--- config.mk ---
export PLATFORM = sky130hd
export DESIGN_NAME = uart_baud_divisor_calc
export DESIGN_NICKNAME = d
export VERILOG_FILES = /design/src/rtl/core/ubdc_pkg.sv /design/src/rtl/core/uart_baud_divisor_calc.sv /design/src/rtl/core/ubdc_div.sv
export VERILOG_INCLUDE_DIRS = /design/src /design/src/rtl/core
export SDC_FILE = /design/constraint.sdc
export NUM_CORES = 1
export LEC_CHECK = 0
export BUFFER_PORTS_ARGS = -buffer_cell sky130_fd_sc_hd__buf_2
export CAP_MARGIN = 30
export CORE_ASPECT_RATIO = 0.5
export CORE_MARGIN = 2
export CORE_UTILIZATION = 60
export CTS_BUF_LIST = sky130_fd_sc_hd__clkbuf_4 sky130_fd_sc_hd__clkbuf_8 sky130_fd_sc_hd__clkbuf_16
export CTS_CLUSTER_SIZE = 25
export DETAILED_ROUTE_END_ITERATION = 7
export GPL_TIMING_DRIVEN = 0
export PLACE_DENSITY = 0.79
export SLEW_MARGIN = 10
export SYNTH_ARGS = -nofsm -noshare
export SYNTH_HDL_FRONTEND = slang
export SYNTH_SLANG_ARGS = --single-unit
--- constraint.sdc ---
create_clock -name i_clk -period 4.9 [get_ports i_clk]
set_clock_uncertainty 0.15 [all_clocks]
set_input_delay 0.98 -clock i_clk [delete_from_list [all_inputs] [get_ports i_clk]]
set_output_delay 0.98 -clock i_clk [all_outputs]
set_load 0.01 [all_outputs]
--- src/rtl/core/uart_baud_divisor_calc_assert.svh ---
// ----------------------------------------------------------------------------
// UART baud divisor calculator: assertion macros
// Shared property forms for the divisor calculator checks.
// ----------------------------------------------------------------------------
`ifndef UART_BAUD_DIVISOR_CALC_ASSERT_SVH
`define UART_BAUD_DIVISOR_CALC_ASSERT_SVH

// Same-cycle implication, checked outside reset.
`define UBDC_ASSERT_IMPLIES(lbl, ante, cons, msg) \
    lbl: assert property (@(posedge i_clk) disable iff (!i_rst_n) (ante) |-> (cons)) \
        else $error(msg);

// Next-cycle implication, checked outside reset.
`define UBDC_ASSERT_NEXT(lbl, ante, cons, msg) \
    lbl: assert property (@(posedge i_clk) disable iff (!i_rst_n) (ante) |=> (cons)) \
        else $error(msg);

`endif

--- src/rtl/core/ubdc_pkg.sv ---
// ----------------------------------------------------------------------------
// UART baud divisor calculator package
// Widths, register codes, sequencer states and divider status type.
// ----------------------------------------------------------------------------
`timescale 1ns / 1ps

package ubdc_pkg;

    localparam int BAUD_W     = 22;
    localparam int LOAD_W     = 21;
    localparam int INT_W      = 8;
    localparam int FRAC_W     = 7;
    localparam int M_W        = BAUD_W + 4;   // 16 * baud
    localparam int DIV_W      = 34;           // 4096 * baud and 128 * r + m fit here
    localparam int APB_ADDR_W = 3;
    localparam int APB_DATA_W = 32;

    localparam int PRESCALE_SHIFT = 12;       // 16 * 256
    localparam int FRAC_SHIFT     = 7;        // remainder times 128

    localparam logic [APB_DATA_W-1:0] CLK_RESET = 32'd100000000;

    // Register index codes (byte address bit 2)
    localparam logic REG_SOURCE_CLOCK = 1'b0;

    typedef enum logic [2:0] {
        ST_IDLE,
        ST_DIV_D,
        ST_DIV_Q,
        ST_DIV_IB,
        ST_DIV_FB,
        ST_OUT
    } t_state;

    typedef struct packed {
        logic busy;
        logic done;
    } t_div_sts;

endpackage

--- src/rtl/core/uart_baud_divisor_calc.sv ---
// ----------------------------------------------------------------------------
// UART baud divisor calculator
// Turns a requested baud rate into prescaler load, integer and fractional
// divisors for a fractional UART, using one shared serial divider.
// ----------------------------------------------------------------------------
// Usage:
//   Input channel: i_in_valid / o_in_stall carry i_baud_rate. A request is
//   taken when i_in_valid is high and o_in_stall is low.
//   Output channel: o_out_valid / i_out_stall carry o_timer_load,
//   o_int_divisor, o_frac_divisor and o_bad_rate, one result per request.
//   Configuration: APB-style port, source_clock_hz at byte address 0.
//   Write it only while no request is in flight.
// Sequencing:
//   Four divisions in turn on the shared 34-bit divider: a nonzero rate's
//   result is registered once the fourth division is done and the output
//   register is free, and the next request is taken once the sequencer is
//   back in idle. A zero rate skips the divider and goes straight to output.
//   The divider is the only arithmetic unit, so one request is worked at a
//   time; o_in_stall is high from accept until the result is registered.
// Output stall: the finished result sits in the output register; while it
//   waits, the next request is accepted and computed, and its result holds in
//   the sequencer until the output register frees.
// Reset: synchronous, active low; empties the sequencer and the output
//   register and restores source_clock_hz to 100 MHz.
// ----------------------------------------------------------------------------
`timescale 1ns / 1ps

`include "uart_baud_divisor_calc_assert.svh"

module uart_baud_divisor_calc #(
    parameter int CLOCK_BITS = 32
) (
    input  logic                               i_clk,
    input  logic                               i_rst_n,

    // Request channel
    input  logic                               i_in_valid,
    output logic                               o_in_stall,
    input  logic [ubdc_pkg::BAUD_W-1:0]        i_baud_rate,

    // Result channel
    output logic                               o_out_valid,
    input  logic                               i_out_stall,
    output logic [ubdc_pkg::LOAD_W-1:0]        o_timer_load,
    output logic [ubdc_pkg::INT_W-1:0]         o_int_divisor,
    output logic [ubdc_pkg::FRAC_W-1:0]        o_frac_divisor,
    output logic                               o_bad_rate,

    // Configuration port
    input  logic                               psel,
    input  logic                               penable,
    input  logic                               pwrite,
    input  logic [ubdc_pkg::APB_ADDR_W-1:0]    paddr,
    input  logic [ubdc_pkg::APB_DATA_W-1:0]    pwdata,
    output logic [ubdc_pkg::APB_DATA_W-1:0]    prdata,
    output logic                               pready
);

    // The register is 32 bits; clock bits above CLOCK_BITS are dropped.
    localparam int CW = (CLOCK_BITS < ubdc_pkg::APB_DATA_W) ? CLOCK_BITS
                                                            : ubdc_pkg::APB_DATA_W;
    localparam int DW = ubdc_pkg::DIV_W;

    // ------------------------------------------------------------------
    // Configuration register
    // ------------------------------------------------------------------
    logic [CW-1:0] r_clk;
    logic          w_cfg_wr;

    assign pready   = 1'b1;
    assign w_cfg_wr = psel && penable && pwrite && pready
                      && (paddr[2] == ubdc_pkg::REG_SOURCE_CLOCK);
    assign prdata   = (paddr[2] == ubdc_pkg::REG_SOURCE_CLOCK)
                      ? ubdc_pkg::APB_DATA_W'(r_clk) : '0;

    always_ff @(posedge i_clk) begin
        if (!i_rst_n) begin
            r_clk <= ubdc_pkg::CLK_RESET[CW-1:0];
        end else if (w_cfg_wr) begin
            r_clk <= pwdata[CW-1:0];
        end
    end

    // ------------------------------------------------------------------
    // Sequencer and result holding registers
    // ------------------------------------------------------------------
    ubdc_pkg::t_state                r_state, n_state;
    logic [ubdc_pkg::BAUD_W-1:0]     r_baud,  n_baud;
    logic [ubdc_pkg::LOAD_W-1:0]     r_load,  n_load;
    logic [ubdc_pkg::INT_W-1:0]      r_int,   n_int;
    logic [ubdc_pkg::FRAC_W-1:0]     r_frac,  n_frac;
    logic                            r_bad,   n_bad;

    // Output register
    logic                            r_out_valid, n_out_valid;
    logic [ubdc_pkg::LOAD_W-1:0]     r_o_load,    n_o_load;
    logic [ubdc_pkg::INT_W-1:0]      r_o_int,     n_o_int;
    logic [ubdc_pkg::FRAC_W-1:0]     r_o_frac,    n_o_frac;
    logic                            r_o_bad,     n_o_bad;

    // Divider hookup
    logic                            w_start;
    logic [DW-1:0]                   w_dividend;
    logic [DW-1:0]                   w_divisor;
    ubdc_pkg::t_div_sts              w_div_sts;
    logic [DW-1:0]                   w_quo;
    logic [DW-1:0]                   w_rem;

    logic                            w_in_acc;
    logic                            w_out_acc;
    logic                            w_qa_zero;
    logic [DW-1:0]                   w_d;
    logic [DW-1:0]                   w_m;
    logic [DW-1:0]                   w_m2;
    logic [DW-1:0]                   w_fb_num;

    // Assertion helpers
    logic                            w_div_act;
    logic                            w_div_step;
    logic                            w_out_clear;
    logic                            w_frac_ok;
    logic                            w_zero_acc;
    logic                            w_st_out;

    assign o_in_stall = (r_state != ubdc_pkg::ST_IDLE);
    assign w_in_acc   = i_in_valid && !o_in_stall;
    assign w_out_acc  = r_out_valid && !i_out_stall;

    // Prescale d = max(2, clk / (4096 * baud) + 1)
    assign w_qa_zero = (w_quo == '0);
    assign w_d       = w_qa_zero ? DW'(2) : (w_quo + 1'b1);
    // 16 * baud and 2 * 16 * baud
    assign w_m       = DW'({r_baud, 4'b0000});
    assign w_m2      = DW'({r_baud, 5'b00000});
    // Rounded fraction numerator: r * 128 + m, r below m
    assign w_fb_num  = (DW'(w_rem[ubdc_pkg::M_W-1:0]) << ubdc_pkg::FRAC_SHIFT) + w_m;

    always_comb begin
        n_state     = r_state;
        n_baud      = r_baud;
        n_load      = r_load;
        n_int       = r_int;
        n_frac      = r_frac;
        n_bad       = r_bad;
        w_start     = 1'b0;
        w_dividend  = '0;
        w_divisor   = '0;

        n_out_valid = r_out_valid && !w_out_acc;
        n_o_load    = r_o_load;
        n_o_int     = r_o_int;
        n_o_frac    = r_o_frac;
        n_o_bad     = r_o_bad;

        case (r_state)
            ubdc_pkg::ST_IDLE: begin
                if (w_in_acc) begin
                    n_baud = i_baud_rate;
                    if (i_baud_rate == '0) begin
                        // Zero rate: flag it and zero the divisors
                        n_load  = '0;
                        n_int   = '0;
                        n_frac  = '0;
                        n_bad   = 1'b1;
                        n_state = ubdc_pkg::ST_OUT;
                    end else begin
                        // clk / (4096 * baud) as (clk >> 12) / baud
                        n_bad      = 1'b0;
                        w_start    = 1'b1;
                        w_dividend = DW'(r_clk) >> ubdc_pkg::PRESCALE_SHIFT;
                        w_divisor  = DW'(i_baud_rate);
                        n_state    = ubdc_pkg::ST_DIV_D;
                    end
                end
            end
            ubdc_pkg::ST_DIV_D: begin
                if (w_div_sts.done) begin
                    n_load     = w_qa_zero ? ubdc_pkg::LOAD_W'(1)
                                           : w_quo[ubdc_pkg::LOAD_W-1:0];
                    w_start    = 1'b1;
                    w_dividend = DW'(r_clk);
                    w_divisor  = w_d;
                    n_state    = ubdc_pkg::ST_DIV_Q;
                end
            end
            ubdc_pkg::ST_DIV_Q: begin
                if (w_div_sts.done) begin
                    w_start    = 1'b1;
                    w_dividend = w_quo;
                    w_divisor  = w_m;
                    n_state    = ubdc_pkg::ST_DIV_IB;
                end
            end
            ubdc_pkg::ST_DIV_IB: begin
                if (w_div_sts.done) begin
                    n_int      = w_quo[ubdc_pkg::INT_W-1:0];
                    w_start    = 1'b1;
                    w_dividend = w_fb_num;
                    w_divisor  = w_m2;
                    n_state    = ubdc_pkg::ST_DIV_FB;
                end
            end
            ubdc_pkg::ST_DIV_FB: begin
                if (w_div_sts.done) begin
                    n_frac  = w_quo[ubdc_pkg::FRAC_W-1:0];
                    n_state = ubdc_pkg::ST_OUT;
                end
            end
            ubdc_pkg::ST_OUT: begin
                // Hand over once the output register is empty or draining
                if (!r_out_valid || w_out_acc) begin
                    n_out_valid = 1'b1;
                    n_o_load    = r_load;
                    n_o_int     = r_int;
                    n_o_frac    = r_frac;
                    n_o_bad     = r_bad;
                    n_state     = ubdc_pkg::ST_IDLE;
                end
            end
            default: begin
                n_state = ubdc_pkg::ST_IDLE;
            end
        endcase
    end

    always_ff @(posedge i_clk) begin
        if (!i_rst_n) begin
            r_state     <= ubdc_pkg::ST_IDLE;
            r_out_valid <= 1'b0;
        end else begin
            r_state     <= n_state;
            r_out_valid <= n_out_valid;
        end
    end

    always_ff @(posedge i_clk) begin
        r_baud   <= n_baud;
        r_load   <= n_load;
        r_int    <= n_int;
        r_frac   <= n_frac;
        r_bad    <= n_bad;
        r_o_load <= n_o_load;
        r_o_int  <= n_o_int;
        r_o_frac <= n_o_frac;
        r_o_bad  <= n_o_bad;
    end

    // ------------------------------------------------------------------
    // Shared divider
    // ------------------------------------------------------------------
    ubdc_div #(
        .WIDTH (DW)
    ) u_div (
        .i_clk       (i_clk),
        .i_rst_n     (i_rst_n),
        .i_start     (w_start),
        .i_dividend  (w_dividend),
        .i_divisor   (w_divisor),
        .o_sts       (w_div_sts),
        .o_quotient  (w_quo),
        .o_remainder (w_rem)
    );

    assign o_out_valid    = r_out_valid;
    assign o_timer_load   = r_o_load;
    assign o_int_divisor  = r_o_int;
    assign o_frac_divisor = r_o_frac;
    assign o_bad_rate     = r_o_bad;

    // ------------------------------------------------------------------
    // Assertions
    // ------------------------------------------------------------------
    assign w_div_act   = w_div_sts.busy || w_div_sts.done;
    assign w_div_step  = r_state inside {ubdc_pkg::ST_DIV_D, ubdc_pkg::ST_DIV_Q,
                                         ubdc_pkg::ST_DIV_IB, ubdc_pkg::ST_DIV_FB};
    assign w_out_clear = (r_o_load == '0) && (r_o_int == '0) && (r_o_frac == '0);
    assign w_frac_ok   = (r_o_frac <= ubdc_pkg::FRAC_W'(64));
    assign w_zero_acc  = w_in_acc && (i_baud_rate == '0);
    assign w_st_out    = (r_state == ubdc_pkg::ST_OUT);

    `UBDC_ASSERT_IMPLIES(a_bad_zeroes, r_out_valid && r_o_bad, w_out_clear, "bad rate, divisors set")
    `UBDC_ASSERT_IMPLIES(a_frac_range, r_out_valid && !r_o_bad, w_frac_ok, "frac divisor above 64")
    `UBDC_ASSERT_IMPLIES(a_div_owned, w_div_act, w_div_step, "divider active outside a divide")
    `UBDC_ASSERT_NEXT(a_zero_rate_fast, w_zero_acc, w_st_out, "zero rate used the divider")

endmodule

--- src/rtl/core/ubdc_div.sv ---
// ----------------------------------------------------------------------------
// Shared restoring divider
// Unsigned divide, one quotient bit per cycle; results hold until next start.
// ----------------------------------------------------------------------------
`timescale 1ns / 1ps

module ubdc_div #(
    parameter int WIDTH = 34
) (
    input  logic                 i_clk,
    input  logic                 i_rst_n,
    input  logic                 i_start,
    input  logic [WIDTH-1:0]     i_dividend,
    input  logic [WIDTH-1:0]     i_divisor,
    output ubdc_pkg::t_div_sts   o_sts,
    output logic [WIDTH-1:0]     o_quotient,
    output logic [WIDTH-1:0]     o_remainder
);

    localparam int CNT_W = $clog2(WIDTH + 1);

    logic [WIDTH-1:0] r_quo;
    logic [WIDTH-1:0] r_rem;
    logic [WIDTH-1:0] r_div;
    logic [CNT_W-1:0] r_cnt;
    logic             r_busy;
    logic             r_done;

    logic [WIDTH:0]   w_shift;
    logic [WIDTH:0]   w_sub;
    logic             w_ge;
    logic [WIDTH-1:0] n_rem;
    logic [WIDTH-1:0] n_quo;

    always_comb begin
        w_shift = {r_rem, r_quo[WIDTH-1]};
        w_ge    = (w_shift >= {1'b0, r_div});
        w_sub   = w_shift - {1'b0, r_div};
        n_rem   = w_ge ? w_sub[WIDTH-1:0] : w_shift[WIDTH-1:0];
        n_quo   = {r_quo[WIDTH-2:0], w_ge};
    end

    always_ff @(posedge i_clk) begin
        if (!i_rst_n) begin
            r_busy <= 1'b0;
            r_done <= 1'b0;
            r_cnt  <= '0;
        end else begin
            r_done <= 1'b0;
            if (i_start) begin
                r_busy <= 1'b1;
                r_cnt  <= CNT_W'(WIDTH);
                r_quo  <= i_dividend;
                r_rem  <= '0;
                r_div  <= i_divisor;
            end else if (r_busy) begin
                r_quo <= n_quo;
                r_rem <= n_rem;
                r_cnt <= r_cnt - 1'b1;
                if (r_cnt == CNT_W'(1)) begin
                    r_busy <= 1'b0;
                    r_done <= 1'b1;
                end
            end
        end
    end

    assign o_sts.busy  = r_busy;
    assign o_sts.done  = r_done;
    assign o_quotient  = r_quo;
    assign o_remainder = r_rem;

endmodule

Word level (Yosys, flattened, before mapping) --
Index checks and enable logic that the tools add are counted.
Word-level totals: register bits 242, bits of input ports 64, word-level logic and storage cells 124
Operators by class: add/subtract/negate cells 4, order comparisons 1, eq/ne operators 14, mux-type cells 52, bitwise logic cells 3, reductions and logical operators 31
Operators with widths (number):
- 34-bit 2-to-1 mux | 8
- 34-bit case mux with 4 select lines | 2
- 21-bit 2-to-1 mux | 4
- 32-bit 2-to-1 mux | 2
- 22-bit 2-to-1 mux | 2
- 21-bit case mux with 2 select lines | 1
- 20-bit 2-to-1 mux | 2
- 35-bit by 34-bit >= comparator with 1-bit output | 1
- 33-bit by 26-bit adder with 34-bit output | 1
- 34-bit by 1-bit adder with 34-bit output, second input constant | 1
- 34-bit logical NOT | 1
- 34-bit subtractor | 1
- 27-bit 2-to-1 mux | 1
- 26-bit 2-to-1 mux | 1
- 8-bit 2-to-1 mux | 3
- 22-bit logical NOT | 1
- 3-bit 2-to-1 mux | 7
- 7-bit 2-to-1 mux | 3
- 3-bit case mux with 6 select lines | 1
- 8-bit case mux with 2 select lines | 1
- 7-bit case mux with 2 select lines | 1
- 6-bit 2-to-1 mux | 2
- 4-bit AND reduction | 3
- 1-bit 2-to-1 mux | 10
- 21 further kinds | 45

Longest topological paths before layout --
depth after elaboration 7, gate-level depth with buffers 13

Hierarchy --
From an unflattened synthesis, not the netlist that was laid out.
Unflattened totals: cells, all modules 1373, area total of the unflattened synthesis 13987.2 µm²
Modules (own cells, without submodules):
- uart_baud_divisor_calc | instances 1, cells each 804, area an instance 7749.9 µm², sequential area each 3603.5 µm²
- ubdc_div | instances 1, cells each 569, area an instance 6237.2 µm², sequential area each 3223.1 µm²

Worst setup path after synthesis --
Ideal clock, no wire load.
path kind in2reg, from input i_baud_rate[2] (netlist bit), to register u_div.r_quo[0], in the netlist u_div.o_quotient[0] (enable), arrival 3.505 ns, setup slack 0.819 ns, cell stages on the path 8, path through nor4_1 -> nand4_1 -> nor4_4 -> nor3_2 -> inv_2 -> a21oi_2 -> o21ai_0 -> nor2_1
Between the ends: longest elaborated chain between the ends 6, elaborated cells on any way between the ends 7, those cells by class eq/ne: 1; mux: 3; reduce/logical: 3
Ends and longest elaborated chain:
- start, declared | RTL line uart_baud_divisor_calc.sv:39 | input logic [ubdc_pkg::BAUD_W-1:0] i_baud_rate,
- 22-bit logical NOT *
- 1-bit 2-to-1 mux * | RTL line uart_baud_divisor_calc.sv:159 | if (i_baud_rate == '0) begin
- 1-bit 2-to-1 mux * | RTL line uart_baud_divisor_calc.sv:157 | if (w_in_acc) begin
- 1-bit case mux with 2 select lines * | RTL line uart_baud_divisor_calc.sv:155 | case (r_state)
- 3-bit != test (no line) / 2-bit nonzero test (equally long branches)
- 3-bit AND reduction (no line) *
- end signal, assigned | RTL line ubdc_div.sv:53 | r_quo <= i_dividend;
- end signal, assigned | RTL line ubdc_div.sv:57 | r_quo <= n_quo;
- end, declared | RTL line ubdc_div.sv:22 | logic [WIDTH-1:0] r_quo;
Every way passes the cells marked *; elsewhere a longest branch is shown, timed or not. A chain may end at the register's enable or synchronous reset.

Final worst setup path --
from input i_baud_rate[17] (netlist bit), to register u_div.r_rem[22], in the netlist u_div.o_remainder[22] (enable)
Between the ends: longest elaborated chain between the ends 6
Ends and longest elaborated chain:
- 22-bit logical NOT
- 1-bit 2-to-1 mux | RTL line uart_baud_divisor_calc.sv:159
- 1-bit 2-to-1 mux | RTL line uart_baud_divisor_calc.sv:157
- 1-bit case mux with 2 select lines | RTL line uart_baud_divisor_calc.sv:155
- 2-bit nonzero test (no line)
- 2-bit AND reduction (no line)
- end signal, assigned | RTL line ubdc_div.sv:58 | r_rem <= n_rem;
- end, declared | RTL line ubdc_div.sv:23 | logic [WIDTH-1:0] r_rem;
No other way between the ends.

==> flow_metrics.py <==
metrics = {
    "status": {
        "status": "finished with violations",
        "violations": "design-rule violations",
    },
    "detailed_routing": {
        "route.detailed.drc": 4,
        "drt_iter0_drc": 1975,
        "finalWirelength_mm": 42.7,
        "antenna_left": 0,
        "vias_per_cell": 6.39,
        "dr_wl_met3_mm": 5.69,
        "top_layer": "met4",
        "drtPass1Iterations": 8,
        "wl_per_cell_um": 23.5,
        "dr_wl_met2_mm": 17.6,
        "wl_met1_mm": 18.2,
        "vias": 11600,
    },
    "clocking": {
        "clock-sinks": 242,
        "cts_made_buffers": 22,
        "post_cts_buffers": 0,
        "cts_tree": "done",
        "clk_latency_ns": 0.53,
        "clockBufferDepth": 3,
        "root_buffer": "clkbuf_16",
        "htree_levels": 1,
        "cts_resized": 0,
        "ctsHoldBuffers": 0,
        "cts.clk_slew.worst_paths_ns": 0.07,
    },
    "sta": {
        "rsz0062_at_grt": "no",
        "drv_slew": 0,
        "hold_viol_final": 0,
        "slew_headroom": 0.404,
        "max_freq_mhz": 252,
        "period_needed_ns": 3.97,
        "tightest_slew_ns": 0.892,
        "setup_tns_ns": 0,
        "setup_viol": 0,
        "hold_slack_ns": 0.273,
        "fin_crit_sh": 0.809,
    },
    "synthesis": {
        "ys_seq_area_frac": 0.500,
        "synth.most_common_cell": "edfxtp_1",
        "synth_area_leader_cell": "edfxtp_1",
        "synthArstFlopShare": 0,
        "yosys.area.top_type_share": 0.436,
        "syn_avg_cell_area_um2": 10.2,
        "yosys-top-cells-area": "edfxtp_1 (44%), dfxtp_1 (6.5%), ha_1 (5.2%)",
        "synth_edf_count": 198,
        "syn_nets": 1460,
        "netlist_area_um2": 13600,
        "synth_ff_type": "edfxtp_1",
        "ys_seq_elements": 242,
        "syn_inst": 1337,
        "synth.distinct_cells": 86,
        "yosys-top-cells-count": "edfxtp_1 (198), nand2_1 (165), nor2_1 (86), o21ai_0 (72), inv_1 (65)",
        "yosys_warnings": 0,
    },
    "global_route": {
        "grt_max_degree": 35,
        "antenna_found_initial": 2,
        "grt_pass1_wl_mm": 63.6,
        "grt_pass1_vias": 10700,
        "grt.total_usage": 0.350,
        "grt-ovfl-total": 0,
    },
    "final_layout": {
        "antenna_cells": 0,
        "final-seq-area_um2": 6830,
        "fin_nets": 1621,
        "multiInputGateArea_um2": 6310,
        "nFillCells": 1638,
        "drive_above_1_share": 0.141,
        "syn2layout_area_growth_pct": 13.9,
    },
    "critical_path": {
        "critPathKind": "in2reg",
        "r2r_start": "r_state[2]",
        "endpoint_kind": "register",
        "crit_cells": 10,
        "cp_cell_sequence": "buf_2 > nor4_1 > nand4_1 > nor4_4 > nor3_2 > inv_2 > a21oi_2 > o21ai_0 > buf_2 > inv_2",
        "critPathArrivalTime_ns": 3.97,
        "cp_max_fo": 34,
        "worstPathRequired_ns": 4.91,
        "cp-start-kind": "primary input",
        "crit_buf_inv": 4,
        "reg2reg_slack_ns": 0.97,
        "crit_path_top_delay_cell": "nor3_2",
        "max_stage_delay_ns": 0.68,
        "r2r-end": "u_div.o_remainder[22]",
        "rr_worst_depth": 8,
        "critPathLaunch": "i_baud_rate[17]",
        "crit_family": "buffers and inverters",
    },
    "die": {
        "die_h_um": 111,
        "ios": 136,
        "die-area_um2": 24000,
        "die_w_um": 217,
        "coreArea_um2": 22000,
        "rows": 38,
        "initial_core_util": 0.621,
    },
    "power_and_ir_drop": {
        "p_switching_w": 0.00361,
        "seqPwrFrac": 0.360,
        "power.leakage_nw": 6.14,
        "power_frac_comb": 0.435,
        "p_sw_frac": 0.410,
        "pwr-share-clk": 0.205,
        "power_density_nw_per_um2": 567,
        "p_int_w": 0.00520,
        "vdd_drop_max_mv": 0.346,
    },
    "placed_design": {
        "dp_hpwl_mm": 32.1,
        "port_buffers": 132,
        "gp_congestion": 1.04,
    },
    "hold_path": {
        "holdPathEnd": "o_int_divisor[4]",
        "hold_depth": 0,
        "hp-class": "reg2reg",
        "hp-start": "r_int[4]",
    },
    "flow_run": {
        "maxCapViolations": 0,
    },
}
[per-layer routing]
| layer | GRT usage | vias to the layer above |
|---|---|---|
| li1 | - | 5225 |
| met1 | 0.538 | 5547 |
| met2 | 0.493 | 736 |
| met3 | 0.0854 | 83 |
| met4 | 0.0822 | 0 |
| met5 | 0 | - |
[worst max path at each step]
stage	endpoint
3_3_place_gp	u_div.o_quotient[33]
5_1_grt	u_div.o_remainder[32]
6_report	u_div.o_remainder[22]
2_1_floorplan	u_div.o_quotient[0]
4_1_cts	u_div.o_remainder[7]
3_5_place_dp	u_div.o_remainder[31]
[kinds of logic after synthesis]
family                     after synthesis  synth area share
muxes                                   31            0.0228
xor gates and xnor gates                76            0.0488
AOI/OAI and AO/OA                      320             0.161
DFF                                    242             0.500
adders and majority gates               59            0.0552
buffers and inverters                  129            0.0388
and+or+nand+nor                        479             0.173
other                                    1          0.000275
[final cells by class]
| cell class | instances | share of cell area |
|---|---|---|
| Sequential cell | 242 | 0.439 |
| Inverter | 66 | 0.0159 |
| Timing Repair Buffer | 137 | 0.0477 |
| Buffer | 63 | 0.0181 |
| Clock inverter | 9 | 0.00540 |
| Multi-Input combinational cell | 966 | 0.406 |
| Tap cell | 300 | 0.0242 |
| Clock buffer | 30 | 0.0428 |
[flip-flops by register name (all words and copies together) (netlist names)]
signal             count
o_out_valid            1
r_frac                 7
r_bad                  1
o_int_divisor          8
r_load                21
u_div.r_cnt            6
r_state                3
u_div.r_busy           1
o_frac_divisor         7
u_div.o_quotient      34
r_baud                22
r_clk                 32
u_div.r_done           1
o_timer_load          21
o_bad_rate             1
r_int                  8
u_div.o_remainder     34
u_div.r_div           34
[metrics by stage]
step           instance area [um2]  utilization  std cells  power, W  setup slack [ns]
2_1_floorplan                13600            -       1337   0.00567             0.819
3_3_place_gp                 14700        0.668       1769   0.00672             -1.06
3_5_place_dp                 14800        0.672       1771   0.00684            0.0545
4_1_cts                      15500        0.706       1810   0.00865             0.608
5_1_grt                      15500        0.707       1813   0.00922             0.861
6_report                     15500        0.707       1813   0.00881             0.935
[worst reg2reg max path, stage by stage (launching register included)]
cell and delay (ns):
dfxtp_1 0.36, or3_1 0.38, clkbuf_1 0.16, nor3_2 0.65, inv_2 0.09, a21oi_2 0.65, o21ai_0 0.25, buf_2 0.24
inv_2 0.60
[power by group through the flow]
stage | registers, W | logic [W] | clock network (W)
after floorplan | 0.00300 | 0.00266 | 0
after global placement | 0.00318 | 0.00354 | 0
after detailed placement | 0.00318 | 0.00367 | 0
after CTS | 0.00314 | 0.00370 | 0.00181
after global routing | 0.00319 | 0.00415 | 0.00188
final | 0.00317 | 0.00383 | 0.00181
[layout by cell type (no fill, tap or decap), types with 20 or more instances in the layout]
master,Yosys,layout
inv_1,65,64
dfxtp_1,44,44
nand2_1,165,165
nand3_1,47,47
mux2i_1,30,30
a222oi_1,22,22
nor2b_1,37,37
xor2_1,37,37
xnor2_1,39,39
nor2_1,86,84
buf_2,7,141
edfxtp_1,198,198
clkbuf_1,47,47
a21boi_0,29,29
o21ai_0,72,72
clkbuf_16,0,23
ha_1,57,57
and2_1,37,36
and3_1,20,20
a21oi_1,62,61
Note: power is estimated with default switching activity, not from simulation.
